File: config.mk
export PLATFORM = sky130hd
export DESIGN_NAME = identifier_syntax_checker_unit
export DESIGN_NICKNAME = d
export VERILOG_FILES = /design/src/rtl/core/isc_pkg.sv /design/src/rtl/core/identifier_syntax_checker_unit.sv /design/src/rtl/core/isc_step.sv
export SDC_FILE = /design/constraint.sdc
export NUM_CORES = 1
export LEC_CHECK = 0
export BUFFER_PORTS_ARGS = -buffer_cell sky130_fd_sc_hd__buf_2
export CAP_MARGIN = 25
export CORE_UTILIZATION = 37
export CTS_BUF_LIST = sky130_fd_sc_hd__clkbuf_2
export CTS_CLUSTER_DIAMETER = 80
export CTS_CLUSTER_SIZE = 8
export DETAILED_ROUTE_END_ITERATION = 10
export PLACE_DENSITY_LB_ADDON = 0.25
export SKIP_LAST_GASP = 1
export SYNTH_ARGS = -nofsm -noshare
export SYNTH_HDL_FRONTEND = slang
export SYNTH_SLANG_ARGS = --single-unit
File: constraint.sdc
create_clock -name clock -period 7.8 [get_ports clock]
set_input_delay 1.17 -clock clock [delete_from_list [all_inputs] [get_ports clock]]
set_output_delay 1.17 -clock clock [all_outputs]
set_load 0.02 [all_outputs]
File: src/rtl/core/isc_pkg.sv
`default_nettype none
// ----------------------------------------------------------------------------
// isc_pkg
// Shared types, codes and constants of the identifier syntax checker.
// ----------------------------------------------------------------------------
package isc_pkg;

   // counter range: byte counters saturate at MAX_BYTES + 1
   localparam int MAX_BYTES  = 1023;
   localparam int CNT_W      = $clog2(MAX_BYTES + 2);
   localparam int POS_W      = 10;
   localparam int LIM_W      = 10;
   localparam int CMP_W      = (CNT_W > LIM_W) ? CNT_W : LIM_W;
   localparam int KIND_W     = 3;
   localparam int STAT_W     = 2;
   localparam int SEG_W      = 2;
   localparam int BYTE_W     = 8;

   localparam logic [CNT_W-1:0] CNT_SAT = CNT_W'(MAX_BYTES + 1);
   localparam logic [POS_W-1:0] POS_SAT = '1;

   // configuration port
   localparam int CSR_ADDR_W = 5;
   localparam int CSR_DATA_W = 32;
   localparam int REG_IDX_W  = 3;

   // register indexes
   localparam logic [REG_IDX_W-1:0] REG_NAMESPACE_LIMIT    = 3'd0;
   localparam logic [REG_IDX_W-1:0] REG_MODULE_NAME_LIMIT  = 3'd1;
   localparam logic [REG_IDX_W-1:0] REG_PAYLOAD_NAME_LIMIT = 3'd2;
   localparam logic [REG_IDX_W-1:0] REG_FEATURE_NAME_LIMIT = 3'd3;
   localparam logic [REG_IDX_W-1:0] REG_MODULE_ID_LIMIT    = 3'd4;
   localparam logic [REG_IDX_W-1:0] REG_PAYLOAD_ID_LIMIT   = 3'd5;

   // register reset values
   localparam logic [LIM_W-1:0] RST_NAME_LIMIT       = 10'd64;
   localparam logic [LIM_W-1:0] RST_MODULE_ID_LIMIT  = 10'd129;
   localparam logic [LIM_W-1:0] RST_PAYLOAD_ID_LIMIT = 10'd194;

   // identifier kinds
   localparam logic [KIND_W-1:0] KIND_NAMESPACE    = 3'd0;
   localparam logic [KIND_W-1:0] KIND_MODULE_NAME  = 3'd1;
   localparam logic [KIND_W-1:0] KIND_PAYLOAD_NAME = 3'd2;
   localparam logic [KIND_W-1:0] KIND_FEATURE_NAME = 3'd3;
   localparam logic [KIND_W-1:0] KIND_MODULE_ID    = 3'd4;
   localparam logic [KIND_W-1:0] KIND_PAYLOAD_ID   = 3'd5;

   // segment types
   localparam logic [SEG_W-1:0] SEG_NAMESPACE = 2'd0;
   localparam logic [SEG_W-1:0] SEG_MODULE    = 2'd1;
   localparam logic [SEG_W-1:0] SEG_PAYLOAD   = 2'd2;
   localparam logic [SEG_W-1:0] SEG_FEATURE   = 2'd3;

   // result codes
   localparam logic [STAT_W-1:0] STATUS_OK       = 2'd0;
   localparam logic [STAT_W-1:0] STATUS_TOO_LONG = 2'd1;
   localparam logic [STAT_W-1:0] STATUS_INVALID  = 2'd2;

   // characters
   localparam logic [BYTE_W-1:0] CH_COLON = 8'h3A;
   localparam logic [BYTE_W-1:0] CH_SLASH = 8'h2F;
   localparam logic [BYTE_W-1:0] CH_UNDER = 8'h5F;
   localparam logic [BYTE_W-1:0] CH_DOT   = 8'h2E;
   localparam logic [BYTE_W-1:0] CH_DASH  = 8'h2D;
   localparam logic [BYTE_W-1:0] CH_LC_A  = 8'h61;
   localparam logic [BYTE_W-1:0] CH_LC_Z  = 8'h7A;
   localparam logic [BYTE_W-1:0] CH_ZERO  = 8'h30;
   localparam logic [BYTE_W-1:0] CH_NINE  = 8'h39;

   typedef struct packed {
      logic [LIM_W-1:0] namespace_limit;
      logic [LIM_W-1:0] module_name_limit;
      logic [LIM_W-1:0] payload_name_limit;
      logic [LIM_W-1:0] feature_name_limit;
      logic [LIM_W-1:0] module_id_limit;
      logic [LIM_W-1:0] payload_id_limit;
   } limits_type;

   typedef struct packed {
      logic [KIND_W-1:0] kind;
      logic              in_progress;
      logic [CNT_W-1:0]  total_bytes;
      logic [SEG_W-1:0]  seg_num;
      logic [CNT_W-1:0]  seg_bytes;
      logic              syntax_bad;
      logic [POS_W-1:0]  colon_at;
      logic [POS_W-1:0]  slash_at;
   } state_type;

   typedef struct packed {
      logic [STAT_W-1:0] status;
      logic [POS_W-1:0]  colon_index;
      logic [POS_W-1:0]  slash_index;
   } result_type;

endpackage
`default_nettype wire

File: src/rtl/core/identifier_syntax_checker_unit.sv
`default_nettype none
// ----------------------------------------------------------------------------
// identifier_syntax_checker_unit
// Streaming syntax and length checker for identifier strings, one byte per
// transaction, with an APB-style register port for the length limits.
// ----------------------------------------------------------------------------
// One identifier arrives as a run of request transactions, one character
// each; the kind is sampled from the first transaction of the run and the
// transaction with req_end_of_text set closes it and yields one response
// transaction (status, colon and slash positions). The unit takes one
// request per cycle: each transaction lands in an input register, and from
// there the per-byte check and counter update write the state and
// response registers, so a response is registered once its end
// transaction leaves the input register. Only a full response register
// that is not being drained stalls the request side.
module identifier_syntax_checker_unit (
   input  wire                                  clock,
   input  wire                                  reset,
   // request channel
   input  wire                                  req_valid,
   output logic                                 req_ready,
   input  wire  [isc_pkg::KIND_W-1:0]           req_id_kind,
   input  wire  [isc_pkg::BYTE_W-1:0]           req_text_byte,
   input  wire                                  req_byte_present,
   input  wire                                  req_end_of_text,
   // response channel
   output logic                                 rsp_valid,
   input  wire                                  rsp_ready,
   output logic [isc_pkg::STAT_W-1:0]           rsp_check_status,
   output logic [isc_pkg::POS_W-1:0]            rsp_colon_index,
   output logic [isc_pkg::POS_W-1:0]            rsp_slash_index,
   // register port
   input  wire                                  csr_psel,
   input  wire                                  csr_penable,
   input  wire                                  csr_pwrite,
   input  wire  [isc_pkg::CSR_ADDR_W-1:0]       csr_paddr,
   input  wire  [isc_pkg::CSR_DATA_W-1:0]       csr_pwdata,
   output logic [isc_pkg::CSR_DATA_W-1:0]       csr_prdata,
   output logic                                 csr_pready
);

   isc_pkg::limits_type                limits_ff, limits_in;
   isc_pkg::state_type                 state_ff, state_in;
   isc_pkg::state_type                 step_state;
   isc_pkg::result_type                step_result;
   isc_pkg::result_type                rsp_ff, rsp_in;
   logic                               rsp_valid_ff, rsp_valid_in;
   logic                               in_valid_ff, in_valid_in;
   logic [isc_pkg::KIND_W-1:0]         in_kind_ff, in_kind_in;
   logic [isc_pkg::BYTE_W-1:0]         in_byte_ff, in_byte_in;
   logic                               in_present_ff, in_present_in;
   logic                               in_end_ff, in_end_in;
   logic                               req_take;
   logic                               proc_go;
   logic                               csr_write;
   logic [isc_pkg::REG_IDX_W-1:0]      csr_idx;

   // register port decode
   assign csr_pready = 1'b1;
   assign csr_idx    = csr_paddr[isc_pkg::CSR_ADDR_W-1:2];
   assign csr_write  = csr_psel && csr_penable && csr_pwrite && csr_pready;

   always_comb begin
      limits_in = limits_ff;
      if (csr_write) begin
         case (csr_idx)
            isc_pkg::REG_NAMESPACE_LIMIT:
               limits_in.namespace_limit = csr_pwdata[isc_pkg::LIM_W-1:0];
            isc_pkg::REG_MODULE_NAME_LIMIT:
               limits_in.module_name_limit = csr_pwdata[isc_pkg::LIM_W-1:0];
            isc_pkg::REG_PAYLOAD_NAME_LIMIT:
               limits_in.payload_name_limit = csr_pwdata[isc_pkg::LIM_W-1:0];
            isc_pkg::REG_FEATURE_NAME_LIMIT:
               limits_in.feature_name_limit = csr_pwdata[isc_pkg::LIM_W-1:0];
            isc_pkg::REG_MODULE_ID_LIMIT:
               limits_in.module_id_limit = csr_pwdata[isc_pkg::LIM_W-1:0];
            isc_pkg::REG_PAYLOAD_ID_LIMIT:
               limits_in.payload_id_limit = csr_pwdata[isc_pkg::LIM_W-1:0];
            default: ;
         endcase
      end
   end

   // register read mux
   always_comb begin
      case (csr_idx)
         isc_pkg::REG_NAMESPACE_LIMIT:
            csr_prdata = isc_pkg::CSR_DATA_W'(limits_ff.namespace_limit);
         isc_pkg::REG_MODULE_NAME_LIMIT:
            csr_prdata = isc_pkg::CSR_DATA_W'(limits_ff.module_name_limit);
         isc_pkg::REG_PAYLOAD_NAME_LIMIT:
            csr_prdata = isc_pkg::CSR_DATA_W'(limits_ff.payload_name_limit);
         isc_pkg::REG_FEATURE_NAME_LIMIT:
            csr_prdata = isc_pkg::CSR_DATA_W'(limits_ff.feature_name_limit);
         isc_pkg::REG_MODULE_ID_LIMIT:
            csr_prdata = isc_pkg::CSR_DATA_W'(limits_ff.module_id_limit);
         isc_pkg::REG_PAYLOAD_ID_LIMIT:
            csr_prdata = isc_pkg::CSR_DATA_W'(limits_ff.payload_id_limit);
         default:
            csr_prdata = '0;
      endcase
   end

   // pipeline flow: a stage advances unless its response cannot be stored
   assign proc_go   = in_valid_ff && (!in_end_ff || !rsp_valid_ff || rsp_ready);
   assign req_ready = !in_valid_ff || proc_go;
   assign req_take  = req_valid && req_ready;

   // input register
   always_comb begin
      in_valid_in   = in_valid_ff;
      in_kind_in    = in_kind_ff;
      in_byte_in    = in_byte_ff;
      in_present_in = in_present_ff;
      in_end_in     = in_end_ff;
      if (req_take) begin
         in_valid_in   = 1'b1;
         in_kind_in    = req_id_kind;
         in_byte_in    = req_text_byte;
         in_present_in = req_byte_present;
         in_end_in     = req_end_of_text;
      end else if (proc_go) begin
         in_valid_in = 1'b0;
      end
   end

   // per-byte check logic
   isc_step u_step (
      .cur_state    (state_ff),
      .limits       (limits_ff),
      .id_kind      (in_kind_ff),
      .text_byte    (in_byte_ff),
      .byte_present (in_present_ff),
      .end_of_text  (in_end_ff),
      .nxt_state    (step_state),
      .result       (step_result)
   );

   assign state_in = proc_go ? step_state : state_ff;

   // response register
   always_comb begin
      rsp_valid_in = rsp_valid_ff;
      rsp_in       = rsp_ff;
      if (proc_go && in_end_ff) begin
         rsp_valid_in = 1'b1;
         rsp_in       = step_result;
      end else if (rsp_ready) begin
         rsp_valid_in = 1'b0;
      end
   end

   assign rsp_valid        = rsp_valid_ff;
   assign rsp_check_status = rsp_ff.status;
   assign rsp_colon_index  = rsp_ff.colon_index;
   assign rsp_slash_index  = rsp_ff.slash_index;

   // control registers
   always_ff @(posedge clock) begin
      if (reset) begin
         in_valid_ff                  <= 1'b0;
         rsp_valid_ff                 <= 1'b0;
         state_ff                     <= '0;
         limits_ff.namespace_limit    <= isc_pkg::RST_NAME_LIMIT;
         limits_ff.module_name_limit  <= isc_pkg::RST_NAME_LIMIT;
         limits_ff.payload_name_limit <= isc_pkg::RST_NAME_LIMIT;
         limits_ff.feature_name_limit <= isc_pkg::RST_NAME_LIMIT;
         limits_ff.module_id_limit    <= isc_pkg::RST_MODULE_ID_LIMIT;
         limits_ff.payload_id_limit   <= isc_pkg::RST_PAYLOAD_ID_LIMIT;
      end else begin
         in_valid_ff  <= in_valid_in;
         rsp_valid_ff <= rsp_valid_in;
         state_ff     <= state_in;
         limits_ff    <= limits_in;
      end
   end

   // payload registers
   always_ff @(posedge clock) begin
      in_kind_ff    <= in_kind_in;
      in_byte_ff    <= in_byte_in;
      in_present_ff <= in_present_in;
      in_end_ff     <= in_end_in;
      rsp_ff        <= rsp_in;
   end

endmodule
`default_nettype wire

File: src/rtl/core/isc_step.sv
`default_nettype none
// ----------------------------------------------------------------------------
// isc_step
// Per-byte next-state and end-of-text result logic of the checker.
// ----------------------------------------------------------------------------
module isc_step (
   input  wire isc_pkg::state_type               cur_state,
   input  wire isc_pkg::limits_type              limits,
   input  wire logic [isc_pkg::KIND_W-1:0]       id_kind,
   input  wire logic [isc_pkg::BYTE_W-1:0]       text_byte,
   input  wire logic                             byte_present,
   input  wire logic                             end_of_text,
   output isc_pkg::state_type                    nxt_state,
   output isc_pkg::result_type                   result
);

   // limit of one segment type
   function automatic logic [isc_pkg::LIM_W-1:0] seg_limit(
      input logic [isc_pkg::SEG_W-1:0] stype,
      input isc_pkg::limits_type       lim
   );
      logic [isc_pkg::LIM_W-1:0] l;
      begin
         case (stype)
            isc_pkg::SEG_NAMESPACE: l = lim.namespace_limit;
            isc_pkg::SEG_MODULE:    l = lim.module_name_limit;
            isc_pkg::SEG_PAYLOAD:   l = lim.payload_name_limit;
            default:                l = lim.feature_name_limit;
         endcase
         return l;
      end
   endfunction

   // segment type follows the kind, or the segment number inside an id
   function automatic logic [isc_pkg::SEG_W-1:0] seg_type(input isc_pkg::state_type s);
      begin
         if (s.kind <= isc_pkg::KIND_FEATURE_NAME) begin
            return s.kind[isc_pkg::SEG_W-1:0];
         end
         return s.seg_num;
      end
   endfunction

   // a closed segment is bad when empty or over its limit
   function automatic logic seg_fails(
      input isc_pkg::state_type  s,
      input isc_pkg::limits_type lim
   );
      begin
         return (s.seg_bytes == '0) ||
                (isc_pkg::CMP_W'(s.seg_bytes) >
                 isc_pkg::CMP_W'(seg_limit(seg_type(s), lim)));
      end
   endfunction

   function automatic logic is_lower(input logic [isc_pkg::BYTE_W-1:0] c);
      return (c >= isc_pkg::CH_LC_A) && (c <= isc_pkg::CH_LC_Z);
   endfunction

   function automatic logic is_lower_alnum(input logic [isc_pkg::BYTE_W-1:0] c);
      return is_lower(c) || ((c >= isc_pkg::CH_ZERO) && (c <= isc_pkg::CH_NINE));
   endfunction

   function automatic logic is_tail(input logic [isc_pkg::BYTE_W-1:0] c);
      return is_lower_alnum(c) || (c == isc_pkg::CH_UNDER) ||
             (c == isc_pkg::CH_DOT) || (c == isc_pkg::CH_DASH);
   endfunction

   isc_pkg::state_type           base;
   logic                         is_id;
   logic [isc_pkg::POS_W-1:0]    pos_sat;
   logic [isc_pkg::SEG_W-1:0]    stype;
   logic                         char_ok;
   logic                         final_bad;
   logic [isc_pkg::LIM_W-1:0]    total_limit;

   // run start clears the state and samples the kind
   always_comb begin
      base = cur_state;
      if (!cur_state.in_progress) begin
         base      = '0;
         base.kind = id_kind;
      end
      base.in_progress = 1'b1;
   end

   assign is_id = (base.kind == isc_pkg::KIND_MODULE_ID) ||
                  (base.kind == isc_pkg::KIND_PAYLOAD_ID);

   // position of this byte, saturated to the index width
   assign pos_sat = (isc_pkg::CMP_W'(base.total_bytes) > isc_pkg::CMP_W'(isc_pkg::POS_SAT)) ?
                    isc_pkg::POS_SAT : isc_pkg::POS_W'(base.total_bytes);

   assign stype = seg_type(base);

   // character class check for the open segment
   always_comb begin
      if (base.seg_bytes == '0) begin
         char_ok = (stype == isc_pkg::SEG_FEATURE) ? is_lower(text_byte)
                                                  : is_lower_alnum(text_byte);
      end else begin
         char_ok = is_tail(text_byte) ||
                   ((stype == isc_pkg::SEG_PAYLOAD) && (text_byte == isc_pkg::CH_SLASH));
      end
   end

   // byte update
   always_comb begin
      nxt_state = base;
      if ((base.kind <= isc_pkg::KIND_PAYLOAD_ID) && byte_present) begin
         if (base.total_bytes != isc_pkg::CNT_SAT) begin
            nxt_state.total_bytes = base.total_bytes + 1'b1;
         end
         if (is_id && (text_byte == isc_pkg::CH_COLON)) begin
            if (base.seg_num != isc_pkg::SEG_NAMESPACE) begin
               nxt_state.syntax_bad = 1'b1;
            end else begin
               if (seg_fails(base, limits)) begin
                  nxt_state.syntax_bad = 1'b1;
               end
               nxt_state.colon_at  = pos_sat;
               nxt_state.seg_num   = isc_pkg::SEG_MODULE;
               nxt_state.seg_bytes = '0;
            end
         end else if ((base.kind == isc_pkg::KIND_PAYLOAD_ID) &&
                      (base.seg_num == isc_pkg::SEG_MODULE) &&
                      (text_byte == isc_pkg::CH_SLASH)) begin
            if (seg_fails(base, limits)) begin
               nxt_state.syntax_bad = 1'b1;
            end
            nxt_state.slash_at  = pos_sat;
            nxt_state.seg_num   = isc_pkg::SEG_PAYLOAD;
            nxt_state.seg_bytes = '0;
         end else begin
            if (!char_ok) begin
               nxt_state.syntax_bad = 1'b1;
            end
            if (base.seg_bytes != isc_pkg::CNT_SAT) begin
               nxt_state.seg_bytes = base.seg_bytes + 1'b1;
            end
         end
      end
      if (end_of_text) begin
         nxt_state.in_progress = 1'b0;
      end
   end

   // end-of-text checks on the updated state
   always_comb begin
      final_bad = nxt_state.syntax_bad || seg_fails(nxt_state, limits) ||
                  ((nxt_state.kind == isc_pkg::KIND_MODULE_ID) &&
                   (nxt_state.seg_num != isc_pkg::SEG_MODULE)) ||
                  ((nxt_state.kind == isc_pkg::KIND_PAYLOAD_ID) &&
                   (nxt_state.seg_num != isc_pkg::SEG_PAYLOAD));
      case (nxt_state.kind)
         isc_pkg::KIND_MODULE_ID:  total_limit = limits.module_id_limit;
         isc_pkg::KIND_PAYLOAD_ID: total_limit = limits.payload_id_limit;
         default: total_limit = seg_limit(nxt_state.kind[isc_pkg::SEG_W-1:0], limits);
      endcase
   end

   // result transaction fields
   always_comb begin
      result = '0;
      if (nxt_state.kind > isc_pkg::KIND_PAYLOAD_ID) begin
         result.status = isc_pkg::STATUS_INVALID;
      end else begin
         if (isc_pkg::CMP_W'(nxt_state.total_bytes) > isc_pkg::CMP_W'(total_limit)) begin
            result.status = isc_pkg::STATUS_TOO_LONG;
         end else if (final_bad) begin
            result.status = isc_pkg::STATUS_INVALID;
         end else begin
            result.status = isc_pkg::STATUS_OK;
         end
         if (is_id) begin
            result.colon_index = nxt_state.colon_at;
         end
         if (nxt_state.kind == isc_pkg::KIND_PAYLOAD_ID) begin
            result.slash_index = nxt_state.slash_at;
         end
      end
   end

endmodule
`default_nettype wire

== Yosys cells after proc, flatten, opt, wreduce, memory -nomap -nowiden ==
Cells that the tools add are included.

* Add/subtract/negate cells: 2
* $mul: 0
* Divide/modulo/power cells: 0
* Equal/unequal tests: 27
* Multiplexer cells: 56
* Magnitude comparators: 12
* Bitwise operators: 2
* Shift-type cells: 0
* Reductions and logical operators: 50

{| class="wikitable"
|+ Operators by type and width
! operator !! number
|-
| $pmux 10 s3 || 4
|-
| $mux 10 || 11
|-
| $pmux 10 s6 || 1
|-
| $mux 49 || 1
|-
| $mux 45 || 1
|-
| $gt 11x10->1 || 4
|-
| $eq 8x6->1 const B || 4
|-
| $mux 2 || 14
|-
| $add 11x1->11 const B || 2
|-
| $logic_not 11->1 || 2
|-
| $mux 11 || 2
|-
| $ne 11x11->1 const B || 2
|-
| $pmux 10 s2 || 1
|-
| $mux 1 || 18
|-
| $logic_or 1x1->1 || 15
|-
| $logic_and 1x1->1 || 14
|-
| $mux 14 || 1
|-
| $mux 13 || 1
|-
| $eq 2x2->1 const B || 6
|-
| $eq 3x3->1 const B || 4
|-
| $mux 12 || 1
|-
| $reduce_and 2->1 || 6
|-
| $gt 11x10->1 const B || 1
|-
| $eq 2x1->1 const B || 5
|-
| 18 further kinds || 28
|}

* Memory bits (read-only): 0
* Memories: 0
* Logic and storage cells: 172
* Bits in registers: 146
* Latch bits: 0
* Output and inout bits: 57
* Bits in writable memories: 0

== Longest topological paths before layout ==
* Word-level depth: 32
* Gate-level depth with buffers: 21
* Mapped depth without buffers: 16

== Modules after synthesis ==
A second synthesis with hierarchy kept.

* Cell total of the unflattened synthesis: 1171
* Area, all modules: 9914.5 um^2

{| class="wikitable"
|+ Modules (own cells, without submodules)
! module !! instances !! sequential area each (um^2) !! area an instance (um^2) !! cells each
|-
| identifier_syntax_checker_unit || 1 || 3273.1 || 6383.6 || 621
|-
| isc_step || 1 || 0.0 || 3530.9 || 550
|}

== Worst setup path before layout ==
Ideal clock, no wire load.

* Kind: reg-to-reg
* From: register in_byte_ff[7] (netlist name)
* To: register rsp_ff, in the netlist rsp_check_status[1] (data pin)
* Setup time: 0.262 ns
* Buffers on the path: 1
* Slack: 3.803 ns
* Required time: 7.538 ns
* Cell stages (with the launch flop): 18
* Arrival time: 3.735 ns
* Cells stage by stage: edfxtp_1 or3b_4 nor3_1 and4_1 buf_2 a21oi_4 a21oi_4 mux4_1 inv_1 ha_1 nor2b_1 o21a_1 o21a_1 o21a_1 o21ai_0 a2111oi_0 a21oi_1 a31oi_1

* Cells in the longest elaborated chain, start to end: 17
* Elaborated cells on any way between the ends: 43
* Classes of those cells: order compare (5); eq/ne (9); mux (11); reduce/logical (18)

{| class="wikitable"
|+ RTL lines
! item !! RTL line !! text
|-
| start, declared || identifier_syntax_checker_unit.sv:50 || <nowiki>logic [isc_pkg::BYTE_W-1:0] in_byte_ff, in_byte_in;</nowiki>
|-
| start signal, assigned || identifier_syntax_checker_unit.sv:181 || <nowiki>in_byte_ff <= in_byte_in;</nowiki>
|-
| $ge 8x7->1, or another cell as far along || isc_step.sv:57 || <nowiki>return (c >= isc_pkg::CH_LC_A) && (c <= isc_pkg::CH_LC_Z);</nowiki>
|-
| $logic_and 1x1->1, on equally long branches || isc_step.sv:57, isc_step.sv:61 ||
|-
| $logic_or 1x1->1 || isc_step.sv:61 || <nowiki>return is_lower(c) || ((c >= isc_pkg::CH_ZERO) && (c <= isc_pkg::CH_NINE));</nowiki>
|-
| $logic_or 1x1->1 (2 in series) || isc_step.sv:65 || <nowiki>return is_lower_alnum(c) || (c == isc_pkg::CH_UNDER) ||</nowiki>
|-
| $logic_or 1x1->1 || isc_step.sv:66 || <nowiki>(c == isc_pkg::CH_DOT) || (c == isc_pkg::CH_DASH);</nowiki>
|-
| $logic_or 1x1->1 || isc_step.sv:102 || <nowiki>char_ok = is_tail(text_byte) ||</nowiki>
|-
| $mux 1 || isc_step.sv:98 || <nowiki>if (base.seg_bytes == '0) begin</nowiki>
|-
| $mux 1 || isc_step.sv:135 || <nowiki>if (!char_ok) begin</nowiki>
|-
| $mux 12 || isc_step.sv:125 || <nowiki>end else if ((base.kind == isc_pkg::KIND_PAYLOAD_ID) &&</nowiki>
|-
| $mux 14 (*) || isc_step.sv:114 || <nowiki>if (is_id && (text_byte == isc_pkg::CH_COLON)) begin</nowiki>
|-
| $mux 45 (*) || isc_step.sv:110 || <nowiki>if ((base.kind <= isc_pkg::KIND_PAYLOAD_ID) && byte_present) begin</nowiki>
|-
| branches (longest 2 deep; another with $gt 11x10->1) || -- ||
|-
| $logic_or 1x1->1 (*) || isc_step.sv:152 || <nowiki>(nxt_state.seg_num != isc_pkg::SEG_MODULE)) ||</nowiki>
|-
| $mux 2 (*) || isc_step.sv:170 || <nowiki>end else if (final_bad) begin</nowiki>
|-
| $mux 2 (*) || isc_step.sv:168 || <nowiki>if (isc_pkg::CMP_W'(nxt_state.total_bytes) > isc_pkg::CMP_W'(total_limit)) begin</nowiki>
|-
| end signal, assigned || identifier_syntax_checker_unit.sv:184 || <nowiki>rsp_ff <= rsp_in;</nowiki>
|-
| end, declared || identifier_syntax_checker_unit.sv:46 || <nowiki>isc_pkg::result_type rsp_ff, rsp_in;</nowiki>
|}

Every way passes the cells marked *.
A chain may end at the register's enable or synchronous reset.

== Worst setup path in the final report ==
* From: register state_ff[45] (netlist name)
* To: register rsp_ff, in the netlist rsp_check_status[1] (data pin)

* Cells in the longest elaborated chain, start to end: 26
* Elaborated cells on any way between the ends: 93
* Classes of those cells: add/sub (2); order compare (7); eq/ne (17); mux (45); reduce/logical (22)

{| class="wikitable"
|+ RTL lines
! item !! RTL line !! text
|-
| start, declared || identifier_syntax_checker_unit.sv:43 || <nowiki>isc_pkg::state_type state_ff, state_in;</nowiki>
|-
| start signal, assigned || identifier_syntax_checker_unit.sv:173 || <nowiki>state_ff <= state_in;</nowiki>
|-
| $mux 49 (*) || isc_step.sv:80 || <nowiki>if (!cur_state.in_progress) begin</nowiki>
|-
| $le 3x2->1 || isc_step.sv:37 || <nowiki>if (s.kind <= isc_pkg::KIND_FEATURE_NAME) begin</nowiki>
|-
| $mux 1 || isc_step.sv:37 ||
|-
| $mux 1, on equally long branches || isc_step.sv:125, isc_step.sv:115 ||
|-
| $mux 1 || isc_step.sv:114 ||
|-
| $mux 1 || isc_step.sv:110 ||
|-
| $mux 2 || isc_step.sv:40 || <nowiki>return s.seg_num;</nowiki>
|-
| $mux 2, on equally long branches || isc_step.sv:125, isc_step.sv:115 ||
|-
| [9 not listed] || -- ||
|-
| $mux 1, on equally long branches || isc_step.sv:128, isc_step.sv:118 ||
|-
| $mux 12 or $mux 1 (tied branches) || isc_step.sv:125, isc_step.sv:115 ||
|-
| $mux 14 || isc_step.sv:114 ||
|-
| $mux 45 || isc_step.sv:110 ||
|-
| $logic_or 1x1->1 (2 in series) || isc_step.sv:150 || <nowiki>final_bad = nxt_state.syntax_bad || seg_fails(nxt_state, limits) ||</nowiki>
|-
| $logic_or 1x1->1 || isc_step.sv:152 ||
|-
| $mux 2 || isc_step.sv:170 ||
|-
| $mux 2 || isc_step.sv:168 ||
|}

Mark *: on every way between the ends. The rest lies on a longest branch, timed or not. The select of a mux whose other input is x is not followed.

==> flow_metrics.py <==
metrics = {
    "hold_path": {
        "holdCritStartpoint": "state_ff[18]",
        "hold_class": "reg -> reg",
    },
    "cts": {
        "cts_tree": "built",
        "cts.sink_count": 146,
        "cts_resized": 0,
        "cts_post_setup_buffers_inserted": 0,
        "clk_latency_ns": 0.74,
        "root_buffer": "sky130_fd_sc_hd__clkbuf_2",
        "htree_levels": 4,
        "holdBufCountCts": 0,
        "max-clock-path-buffers": 2,
        "clkSlewWorstSetupHoldPaths_ns": 0.26,
        "cts-buffers-inserted": 17,
    },
    "logic_synthesis": {
        "yosys_register_bits": 146,
        "yosysTopAreaCell": "sky130_fd_sc_hd__dfxtp_1",
        "synth_most_common_cell": "sky130_fd_sc_hd__nand2_1",
        "synth.top_cells.by_count": "sky130_fd_sc_hd__nand2_1, sky130_fd_sc_hd__nor2_1, sky130_fd_sc_hd__dfxtp_1, sky130_fd_sc_hd__a21oi_1, sky130_fd_sc_hd__mux2i_1",
        "synthesis.area_mm2": 0.00915,
        "syn_area_per_cell_um2": 8.62,
        "number_of_synthesized_flops_with_an_enable_pin": 35,
        "synth-main-ff-cell": "sky130_fd_sc_hd__dfxtp_1",
        "synth_cells": 1062,
        "synth_warnings": 0,
        "post_synth_main_area_contributors": "sky130_fd_sc_hd__dfxtp_1, sky130_fd_sc_hd__edfxtp_1, sky130_fd_sc_hd__mux2i_1, sky130_fd_sc_hd__nand2_1, sky130_fd_sc_hd__nor2_1",
        "ys_async_sr_fraction": 0,
        "ys_seq_area_frac": 0.358,
        "synth_top_cell_area_share": 0.243,
        "synth.lib_cells_used.distinct": 77,
    },
    "finish": {
        "area_growth_pct": 8.08,
        "final_area_mm2": 0.00989,
        "layout-drive-gt1-share": 0.144,
        "nNetsFinal": 1182,
        "number_of_inserted_filler_cells_in_the_final_layout": 2476,
        "core_occupancy_in_the_finished_layout": 0.407,
    },
    "critical_path": {
        "worst_r2r_startpoint": "state_ff[45]",
        "setup.worst_path.end_class": "register",
        "arrival_ns": 5.87,
        "startpoint_type": "register",
        "cp_data_required_time_ns": 8.30,
        "critical_path_peak_fanout": 52,
        "crit_path_start": "state_ff[45]",
        "critPathKind": "reg -> reg",
    },
    "timing": {
        "maxSlewHeadroom": 0.243,
        "finalHoldViolations": 0,
        "maxSlewViolCount": 0,
        "unrepaired_setup_endpoints_after_global_routing": "false",
        "setup-tns-final_ns": 0,
        "fin_crit_ns": 5.37,
        "setup_viol": 0,
        "timing.fmax_mhz": 186,
        "worst_slew_pin_slew_ns": 1.13,
        "min_period_over_period": 0.688,
        "clock_skew_ns": 0.0469,
    },
    "route": {
        "first_pass_iters": 7,
        "routed-via-count": 7827,
        "avgRoutedWirePerCell_um": 17.6,
        "routed_wirelength_um": 25200,
        "dr.first_iter.drc_count": 649,
        "route.antenna.remaining_nets": 0,
        "count_of_unresolved_drc_violations_after_routing": 0,
        "vias_per_cell": 5.47,
    },
    "placement": {
        "place.detailed.hpwl_um": 17800,
        "port_buffers": 66,
        "post_dp_cell_area_mm2": 0.00959,
        "place_congestion": 0.876,
    },
    "global_routing": {
        "grt_pass1_wl_um": 41100,
        "grt_use_total": 0.204,
        "maximum_number_of_pins_on_one_net_before_global_route_repair": 64,
        "initial_antenna_violation_count": 1,
        "grt.overflow.total": 0,
        "grt_pass1_vias": 7341,
    },
    "power": {
        "share_comb_of_total_power": 0.137,
        "power.density_cell_area_mw_per_mm2": 152,
        "pwr-share-seq": 0.536,
        "totalPowerFinal_mw": 1.51,
        "worst_ir_drop_vdd_v": 0.0000798,
        "total_leakage_power_nw": 3.75,
        "switching_share_of_power": 0.318,
        "power_switching_uw": 479,
        "internal-power_mw": 1.03,
        "power_frac_clock": 0.327,
    },
    "floorplan": {
        "row_count": 57,
        "die_height_um": 159,
        "io_pins": 114,
        "initial_standard_cell_utilization_of_the_core": 0.376,
        "core_area_mm2": 0.0243,
        "floorplan.die_area_mm2": 0.0254,
        "dieWidth_um": 159,
    },
    "run_status": {
        "run_status": "finished, final reports clean",
    },
    "flow_run": {
        "max_cap_viol_count": 0,
    },
}
## placed cells by master, fill, tap and decap left out, types with 3 or more instances in the layout
| master | count |
|---|---|
| sky130_fd_sc_hd__nand4_1 | 16 |
| sky130_fd_sc_hd__o21a_1 | 10 |
| sky130_fd_sc_hd__mux2i_1 | 67 |
| sky130_fd_sc_hd__nor3_1 | 23 |
| sky130_fd_sc_hd__dfxtp_1 | 110 |
| sky130_fd_sc_hd__nand3_1 | 24 |
| sky130_fd_sc_hd__o221ai_1 | 7 |
| sky130_fd_sc_hd__conb_1 | 23 |
| sky130_fd_sc_hd__a211o_1 | 8 |
| sky130_fd_sc_hd__a21o_1 | 5 |
| sky130_fd_sc_hd__nor4_1 | 3 |
| sky130_fd_sc_hd__inv_1 | 31 |
| sky130_fd_sc_hd__xor2_1 | 9 |
| sky130_fd_sc_hd__and2_1 | 6 |
| sky130_fd_sc_hd__a22oi_1 | 17 |
| sky130_fd_sc_hd__and4_1 | 3 |
| sky130_fd_sc_hd__nand2_1 | 155 |
| sky130_fd_sc_hd__nor3b_1 | 3 |
| sky130_fd_sc_hd__inv_8 | 5 |
| sky130_fd_sc_hd__edfxtp_1 | 35 |
| sky130_fd_sc_hd__buf_4 | 14 |
| sky130_fd_sc_hd__nor2b_1 | 12 |
| sky130_fd_sc_hd__mux4_1 | 5 |
| sky130_fd_sc_hd__o22ai_1 | 13 |
| sky130_fd_sc_hd__a31oi_1 | 10 |
| sky130_fd_sc_hd__a211oi_1 | 12 |
| sky130_fd_sc_hd__buf_2 | 66 |
| sky130_fd_sc_hd__and3_1 | 5 |
| sky130_fd_sc_hd__ha_1 | 34 |
| sky130_fd_sc_hd__nor2_1 | 122 |
| sky130_fd_sc_hd__nand3b_1 | 6 |
| sky130_fd_sc_hd__mux2_2 | 9 |
| sky130_fd_sc_hd__inv_6 | 4 |
| sky130_fd_sc_hd__o21ai_0 | 36 |
| sky130_fd_sc_hd__a21oi_1 | 88 |
| sky130_fd_sc_hd__a21o_2 | 3 |
| sky130_fd_sc_hd__nand2b_1 | 9 |
| sky130_fd_sc_hd__clkbuf_2 | 17 |
| sky130_fd_sc_hd__xnor2_1 | 5 |
| sky130_fd_sc_hd__mux4_2 | 17 |
## area by class of cell
type                       instances  area [um2]  share of cell area
multi-input combinational        813        5350               0.541
sequential                       146        3270               0.331
clock buffer                      17        85.1             0.00860
timing repair buffer              81         463              0.0468
inverter                          32         120              0.0121
clock inverter                    15         189              0.0191
antenna                            2        5.00            0.000506
tap                              324         405              0.0410
## through the flow
stage | std cells | setup WS (ns) | hold slack (ns)
finish | 1430 | 2.43 | 0.469
global route | 1430 | 2.03 | 0.477
CTS | 1427 | 2.46 | 0.470
detailed placement | 1395 | 2.51 | 0.444
global placement | 1392 | 2.55 | 0.439
floorplan | 1083 | 3.80 | 0.432
## registers in the layout, indices dropped and copies added, names as in the netlist
register,cells
rsp_valid,1
in_present_ff,1
rsp_check_status,2
rsp_colon_index,10
in_byte_ff,8
in_kind_ff,3
in_end_ff,1
rsp_slash_index,10
state_ff,49
in_valid_ff,1
limits_ff,60
## power by group through the flow
stage / Combinational (mW) / Clock (mW) / Sequential [mW]
final: 0.207 / 0.493 / 0.807
after CTS: 0.204 / 0.511 / 0.808
after floorplan: 0.160 / 0 / 0.817
after detailed placement: 0.203 / 0 / 0.822
after global routing: 0.226 / 0.544 / 0.810
after global placement: 0.201 / 0 / 0.822
## worst max-delay path, cell delays in order (launching register included)
cell and delay (ns):
sky130_fd_sc_hd__dfxtp_2 0.38, sky130_fd_sc_hd__buf_4 0.44, sky130_fd_sc_hd__nand2_1 0.21, sky130_fd_sc_hd__nor3_1 0.62, sky130_fd_sc_hd__and4_1 0.73, sky130_fd_sc_hd__a21oi_4 0.08, sky130_fd_sc_hd__a21oi_4 0.48, sky130_fd_sc_hd__mux4_1 0.62
sky130_fd_sc_hd__inv_1 0.07, sky130_fd_sc_hd__ha_1 0.22, sky130_fd_sc_hd__nor2b_1 0.13, sky130_fd_sc_hd__o21a_1 0.16, sky130_fd_sc_hd__o21a_1 0.16, sky130_fd_sc_hd__o21a_1 0.16, sky130_fd_sc_hd__o21ai_0 0.13, sky130_fd_sc_hd__a2111oi_0 0.13
sky130_fd_sc_hd__a21oi_1 0.25, sky130_fd_sc_hd__a31oi_1 0.13
## final timing paths
kind	cells after the start	endpoint	slack, ns
worst min register to register	2	state_ff[18]	0.47
worst max register to register	17	rsp_check_status[1]	2.43
worst min-delay path	2	state_ff[18]	0.47
worst max-delay path	17	rsp_check_status[1]	2.43
## per-layer routing
layer  vias up  part of all wire  track usage
met2       234              0.46        0.322
met5         -                 0            0
li1       3848                 -            -
met4         0            0.0070       0.0441
met3        17             0.048       0.0331
met1      3728              0.49        0.292
## cells by family after synthesis
group,synth area share
XOR/XNOR,0.0134
AO/OA/AOI/OAI,0.170
other,0.000820
flip-flops,0.358
AND/OR/NAND/NOR,0.204
multiplexers,0.141
buffers and inverters,0.0678
adder cells (fa/ha/maj),0.0465
Note: power is estimated with default switching activity, not from simulation.
